$ cat config.mk
export PLATFORM = sky130hd
export DESIGN_NAME = lfse_alu
export DESIGN_NICKNAME = d
export VERILOG_FILES = /design/src/lfse_pkg.sv /design/src/lfse_alu.sv
export SDC_FILE = /design/constraint.sdc
export NUM_CORES = 1
export LEC_CHECK = 0
export ABC_CLOCK_PERIOD_IN_PS = 3700
export BUFFER_PORTS_ARGS = -buffer_cell sky130_fd_sc_hd__buf_2
export CORE_UTILIZATION = 53
export CTS_CLUSTER_SIZE = 40
export DETAILED_ROUTE_END_ITERATION = 10
export GPL_TIMING_DRIVEN = 1
export MAX_ROUTING_LAYER = met4
export PLACE_DENSITY = 0.78
export SYNTH_ARGS = -nofsm -noshare
export SYNTH_HDL_FRONTEND = slang
export SYNTH_SLANG_ARGS = --single-unit
$ cat constraint.sdc
create_clock -name i_clk -period 3.7 [get_ports i_clk]
set_input_delay 0.74 -clock i_clk [delete_from_list [all_inputs] [get_ports i_clk]]
set_output_delay 0.74 -clock i_clk [all_outputs]
set_load 0.05 [all_outputs]
$ cat src/lfse_pkg.sv
package lfse_pkg;

    // result width before sign extension to 64 bits
    localparam int DATA_WIDTH = 64;
    // datapath width of the shared multiply / divide unit
    localparam int ALU_W = 64;
    localparam int CNT_W = $clog2(ALU_W);

    // y bound used by the x range request
    localparam logic signed [31:0] Y_LIMIT = 32'sd1000000005;

    // request codes
    localparam logic [2:0] MODE_TRI   = 3'd0;
    localparam logic [2:0] MODE_FSUM  = 3'd1;
    localparam logic [2:0] MODE_MSUM  = 3'd2;
    localparam logic [2:0] MODE_RECT  = 3'd3;
    localparam logic [2:0] MODE_RANGE = 3'd4;

    typedef enum logic {
        ALU_MUL,
        ALU_DIV
    } t_alu_op;

    typedef struct packed {
        logic    start;
        t_alu_op op;
    } t_alu_req;

    typedef struct packed {
        logic busy;
        logic done;
    } t_alu_rsp;

    typedef enum logic [4:0] {
        S_IDLE,
        S_DISPATCH,
        S_RECT,
        S_RECT_M1,
        S_RECT_M2,
        S_RECT_CMP,
        S_RECT_FULL,
        S_RECT_TRI,
        S_RECT_TRI_RET,
        S_RECT_NEXT,
        S_TRI,
        S_TRI_DIV,
        S_TRI_END,
        S_FS_TOP,
        S_FS_ADIV,
        S_FS_APAIR,
        S_FS_AMUL,
        S_FS_BCHK,
        S_FS_BDIV,
        S_FS_BMUL,
        S_FS_TOPMUL,
        S_FS_TOPCHK,
        S_FS_TOPDIV,
        S_FS_DONE,
        S_M12,
        S_M2_GO,
        S_M2_HALF,
        S_M2_BH,
        S_M2_NA,
        S_M2_MF,
        S_OUT
    } t_state;

    // n*(n-1)/2 is formed as pair_x(n) * pair_y(n), dividing the even factor
    function automatic logic [ALU_W-1:0] pair_x(input logic [ALU_W-1:0] n);
        return n[0] ? n : (n >> 1);
    endfunction

    function automatic logic [ALU_W-1:0] pair_y(input logic [ALU_W-1:0] n);
        return n[0] ? ((n - 1'b1) >> 1) : (n - 1'b1);
    endfunction

endpackage

$ cat src/lfse_alu.sv
module lfse_alu (
    input  logic                          i_clk,
    input  logic                          i_rst_n,
    input  lfse_pkg::t_alu_req            i_req,
    input  logic [lfse_pkg::ALU_W-1:0]    i_x,
    input  logic [lfse_pkg::ALU_W-1:0]    i_y,
    output lfse_pkg::t_alu_rsp            o_rsp,
    output logic [2*lfse_pkg::ALU_W-1:0]  o_prod
);

    localparam int W = lfse_pkg::ALU_W;

    logic                         r_busy;
    logic                         r_done;
    logic [lfse_pkg::CNT_W-1:0]   r_cnt;
    lfse_pkg::t_alu_op            r_op;
    logic [W-1:0]                 r_y;
    logic [2*W-1:0]               r_p;
    logic [2*W-1:0]               n_p;

    logic [W:0] mul_sum;
    logic [W:0] div_top;
    logic [W:0] div_diff;
    logic       div_ge;

    // one radix-2 step: shift-add for multiply, restoring step for divide
    always_comb begin
        mul_sum  = {1'b0, r_p[2*W-1:W]} + (r_p[0] ? {1'b0, r_y} : '0);
        div_top  = r_p[2*W-1:W-1];
        div_diff = div_top - {1'b0, r_y};
        div_ge   = ~div_diff[W];
        if (r_op == lfse_pkg::ALU_MUL) begin
            n_p = {mul_sum, r_p[W-1:1]};
        end else begin
            n_p = {(div_ge ? div_diff[W-1:0] : div_top[W-1:0]), r_p[W-2:0], div_ge};
        end
    end

    // control
    always_ff @(posedge i_clk) begin
        if (!i_rst_n) begin
            r_busy <= 1'b0;
            r_done <= 1'b0;
            r_cnt  <= '0;
        end else begin
            r_done <= 1'b0;
            if (i_req.start) begin
                r_busy <= 1'b1;
                r_cnt  <= '0;
            end else if (r_busy) begin
                r_cnt <= r_cnt + 1'b1;
                if (r_cnt == lfse_pkg::CNT_W'(W - 1)) begin
                    r_busy <= 1'b0;
                    r_done <= 1'b1;
                end
            end
        end
    end

    // operands and partial result
    always_ff @(posedge i_clk) begin
        if (i_req.start) begin
            r_op <= i_req.op;
            r_y  <= i_y;
            r_p  <= {{W{1'b0}}, i_x};
        end else if (r_busy) begin
            r_p <= n_p;
        end
    end

    assign o_rsp.busy = r_busy;
    assign o_rsp.done = r_done;
    // product, or remainder in the upper half and quotient in the lower half
    assign o_prod     = r_p;

endmodule
-- Word level (Yosys, flattened, before mapping)
Cells that the tools add are included.
- bits in registers: 201
- bits in latches: 0
- bits in writable memories: 0
- ROM bits: 0
- input port bits: 132
- word-level logic and storage cells: 26
- memories kept: 0
- add/sub/neg operators: 3
- $mul: 0
- divide/modulo/power cells: 0
- magnitude comparators: 0
- equality and inequality tests: 1
- shifts and indexed selects: 0
- multiplexer cells: 9
- bitwise logic cells: 3
- reductions and logical operators: 3
- operators by type and width (kind ; count):
    two-way mux 64 bit ; 4
    two-way mux 128 bit ; 1
    adder 64 x 64 -> 65 bit ; 1
    subtractor 65 x 64 -> 65 bit ; 1
    adder 6 x 1 -> 6 bit, second input constant ; 1
    equality test 6 bit, second input constant ; 1
    two-way mux 1 bit ; 4
    inverter 1 bit ; 3
    OR reduction 3 bit ; 1
    nonzero test 2 bit ; 1
    OR reduction 2 bit ; 1

-- Logic depth before layout (Yosys ltp)
- word-level depth: 5
- mapped depth: 17

-- Worst setup path before layout
No wires, ideal clock.
- kind: register -> register
- from: register r_p[0] (netlist: o_prod[0])
- to: register r_p[111] (netlist: o_prod[111])
- library setup time: 134 ps
- arrival time: 4027 ps
- data required time: 3566 ps
- setup slack: -461 ps
- stages on the path, launching flop included: 18
- cells stage by stage: edfxtp_1 clkbuf_1 clkbuf_1 and2_1 ha_1 fa_1 a21o_1 a221oi_2 o21ai_1 a31o_2 o41ai_2 o41ai_2 a22oi_2 o21ai_1 a221oi_2 o21ai_1 mux2i_1 o221ai_1
- word-level cells in the longest chain between the ends: 3
- RTL lines (what ; RTL line ; RTL):
    start: declaration ; lfse_alu.sv:18 ; logic [2*W-1:0] r_p;
    start signal: assignment ; lfse_alu.sv:65 ; r_p <= {{W{1'b0}}, i_x};
    start signal: assignment ; lfse_alu.sv:67 ; r_p <= n_p;
    two-way mux 64 bit ; lfse_alu.sv:28 ; mul_sum = {1'b0, r_p[2*W-1:W]} + (r_p[0] ? {1'b0, r_y} : '0);
    adder 64 x 64 -> 65 bit ; lfse_alu.sv:28 ;
    two-way mux 128 bit ; lfse_alu.sv:32 ; if (r_op == lfse_pkg::ALU_MUL) begin
Every way passes these cells.
A chain may end at the register's enable or synchronous reset.

-- Worst setup path after layout
- from: register r_y[1]
- to: register r_p[122] (netlist: o_prod[122])
- word-level cells in the longest chain between the ends: 3
- elaborated cells on any way between the ends: 5
- RTL lines (what ; RTL line ; RTL):
    start: declaration ; lfse_alu.sv:17 ; logic [W-1:0] r_y;
    start signal: assignment ; lfse_alu.sv:64 ; r_y <= i_y;
    subtractor 65 x 64 -> 65 bit or two-way mux 64 bit (tied branches) ; lfse_alu.sv:30, lfse_alu.sv:28 ;
    two-way mux 64 bit or adder 64 x 64 -> 65 bit (tied branches) ; lfse_alu.sv:35, lfse_alu.sv:28 ;
    two-way mux 128 bit * ; lfse_alu.sv:32 ;
Every way passes the cells marked *; elsewhere a longest branch is shown, timed or not.

==> flow_metrics.env <==
export IMPL_outcome="finished with violations"
export IMPL_violations="negative setup slack"
export IMPL_ant_nets=0
export IMPL_ys_types=85
export IMPL_cts_buffers=26
export IMPL_drv_slew=0
export IMPL_ctsHoldBuffers=0
export IMPL_end_kind="flip-flop"
export IMPL_dp_cells=2843
export IMPL_cts_buffer_depth=3
export IMPL_antenna_found_initial=0
export IMPL_synth_seq_cells=201
export IMPL_rrSetupSlack_ps=-20
export IMPL_fin_util_pct=70.8
export IMPL_crit_cells=16
export IMPL_hold_path_class="in2reg"
export IMPL_crit_fanout=3
export IMPL_insertion_delay_ps=570
export IMPL_clk_pin_slew_ps=60
export IMPL_routabilityCongestion=1.01
export IMPL_port_buffer_count=261
export IMPL_wire_per_inst_um=21.0
export IMPL_syn_area_um2=17000
export IMPL_worstSetupStartpoint="r_y[1]"
export IMPL_totalWireLength_mm=61.2
export IMPL_crit_path_max_incr_delay_ps=510
export IMPL_period_share_pct=101
export IMPL_grt_pass1_vias=17200
export IMPL_cts_tree="built"
export IMPL_final_cells=2921
export IMPL_yosysSeqAreaShare_pct=31.2
export IMPL_track_usage_pct=36.4
export IMPL_htree_levels=1
export IMPL_setup_viol=2
export IMPL_drt_iter0_markers=1540
export IMPL_drc=0
export IMPL_fin_worst_skew_ps=18.9
export IMPL_routed_wl_met3_mm=4.83
export IMPL_fin_hold_ws_ps=341
export IMPL_grt_pass1_wl_mm=92.2
export IMPL_ir_drop_v=0.000435
export IMPL_power_leakage_uw=0.0103
export IMPL_ys_warn_count=0
export IMPL_synthXorXnorAreaFrac_pct=6.17
export IMPL_cts_sinks=201
export IMPL_wl_met2_mm=29.1
export IMPL_synthFlopType="edfxtp_1"
export IMPL_core_region_area_um2=31600
export IMPL_maxSlewHeadroom_pct=33.1
export IMPL_layout_common_cells="buf_4 (263), buf_2 (260), nand2_1 (216)"
export IMPL_period_needed_ps=3720
export IMPL_synth_fa_ha_area_share_pct=9.71
export IMPL_die_h_um=181
export IMPL_crit_path_start_kind="flip-flop"
export IMPL_syn_area_per_cell_um2=8.31
export IMPL_reg2regPathDepth=16
export IMPL_top_layer_used="met4"
export IMPL_ys_async_sr_fraction_pct=0
export IMPL_overflow=0
export IMPL_die_area_um2=32800
export IMPL_pre_cts_ws_ps=-713
export IMPL_rsz0062_at_grt="true"
export IMPL_firstDrtPassIters=7
export IMPL_total_power_uw=9220
export IMPL_syn_num_nets=2311
export IMPL_critPathMostFrequentCell="buf_4"
export IMPL_rr_endpoint="o_prod[122]"
export IMPL_path_cells="buf_4 -> and2_4 -> ha_1 -> a211oi_2 -> o21bai_2 -> o2111ai_2 -> a41oi_2 -> buf_4 -> nand2b_4 -> nor2b_4 -> a41oi_4 -> nor4_2 -> or4b_1 -> a31oi_1 -> nor2_1 -> a22o_1"
export IMPL_layout_nets=2762
export IMPL_grt_max_degree=211
export IMPL_synth_top_family_by_area="compound AO/OA/AOI/OAI gates"
export IMPL_dp_hpwl_mm=44.8
export IMPL_synth_edf_count=129
export IMPL_max_freq_mhz=269
export IMPL_dieWidth_um=181
export IMPL_maxCapViolCount=0
export IMPL_timing_critical_path_buf_inv=2
export IMPL_final_hold_viol_count=0
export IMPL_wl_met1_mm=23.9
export IMPL_path_class="reg2reg"
export IMPL_cts_root_buf="clkbuf_16"
export IMPL_power_density_nw_per_um2=413
export IMPL_critPathRequiredTime_ps=4150
export IMPL_fin_ws_ps=-21.9
export IMPL_r2r_start="r_y[1]"
export IMPL_vias_per_cell=6.11
export IMPL_final_common_cell="buf_4"
export IMPL_synthCells=2048
export IMPL_rows=65
export IMPL_cp_top_family="compound AO/OA/AOI/OAI gates"
export IMPL_boundaryPins=262
export IMPL_drive_above_1_share_pct=30.2
export IMPL_cp_endpoint="o_prod[122]"
export IMPL_start_util_pct=54.0
export IMPL_critPathSlowestCell="or4b_1"
export IMPL_worstMarginPinSlew_ps=1000
export IMPL_areaGrowthSynthToFinish_pct=31.2
export IMPL_n_antenna_cell=0
export IMPL_arrival_ps=4170
export IMPL_synth_compound_area_share_pct=24.1
export IMPL_vias=17900
export IMPL_yosys_area_share_simple_pct=16.9
export IMPL_muxShareOfSynthArea_pct=6.57
## synth_stat cells, types with 5 or more instances
cell,count,area (um2)
nor2b_1,18,113
and3_1,12,75.1
mux2i_1,96,961
and2_1,69,432
clkbuf_1,85,319
nand2_1,223,837
a221o_1,5,50.1
a31o_2,8,70.1
nor4_1,7,43.8
o21ai_1,20,100
nor2_1,121,454
xnor2_1,72,631
o211ai_1,15,113
o21ai_0,192,961
a211oi_1,15,113
nor3_1,47,235
a221oi_1,8,70.1
ha_1,129,1610
buf_2,19,95.1
a31oi_1,13,81.3
o21bai_1,27,203
o31ai_1,12,90.1
and4_1,5,43.8
xor2_1,48,420
nand3_1,23,115
or3_1,9,56.3
buf_1,8,30.0
mux2_2,14,158
a41oi_1,5,43.8
nand2b_1,14,87.6
nand4_1,34,213
dfxtp_1,72,1440
a21o_1,68,510
inv_1,102,383
a22o_1,5,43.8
buf_4,7,52.6
a21oi_1,192,961
edfxtp_1,129,3870
o21a_1,13,97.6
a2111oi_0,6,52.6
## per-layer routing
layer	up-vias	global-route usage [%]
met5	-	-
met4	0	18.7
met3	211	6.07
met2	904	60.1
met1	8386	42.5
li1	8357	-
## through the flow
step / area [um2] / TNS, ps
global route: 22300 / -2450
finish: 22300 / -24.0
floorplan: 17200 / -693
global placement: 20400 / -29810
CTS: 21500 / 0
detailed placement: 20400 / -33520
## where the power goes
group | internal (uW) | total (uW) | switching, uW
Combinational | 1570 | 3970 | 2400
Clock | 1340 | 2420 | 1070
Sequential | 2630 | 2830 | 200
## registers in the layout, summed over array words and instances, names as in the netlist
register / flops
r_done: 1
r_y: 64
r_op: 1
r_busy: 1
o_prod: 128
r_cnt: 6
## worst min path at each step
| stage | start | endpoint | slack [ps] | cells after the start |
|---|---|---|---|---|
| floorplan | r_cnt[5] | r_cnt[5] | 450 | 2 |
| global placement | r_cnt[5] | r_cnt[5] | 470 | 2 |
| detailed placement | r_cnt[5] | r_cnt[5] | 480 | 2 |
| CTS | i_y[9] | r_y[9] | 320 | 1 |
| global route | i_y[9] | r_y[9] | 330 | 1 |
| finish | i_y[50] | r_y[50] | 340 | 1 |
## layout make-up
type | count | area [um2]
multi-input cells | 1623 | 11700
clock buffers | 34 | 701
inverters | 103 | 387
fillers | 2528 | 9210
flip-flops and latches | 201 | 5320
well taps | 402 | 503
clock inverters | 14 | 105
repair buffers | 544 | 3620
## logic make-up (layout without fill, tap and decap cells)
kind of cell	after synthesis	in the layout
mux	110	110
fa+ha+maj	131	131
buf+inv	224	695
flops	201	201
compound gates	660	660
xor+xnor	120	120
simple gates	602	602
## repair_timing
| item | CTS | global route |
|---|---|---|
| setup buffers | 7 | 19 |
| gates cloned | 2 | 4 |
| pin swaps | 8 | 60 |
| resized for setup | 30 | 137 |
| hold endpoints to repair | 0 | 0 |
| setup endpoints to repair | 65 | 65 |
(Power assumes the default switching activity.)
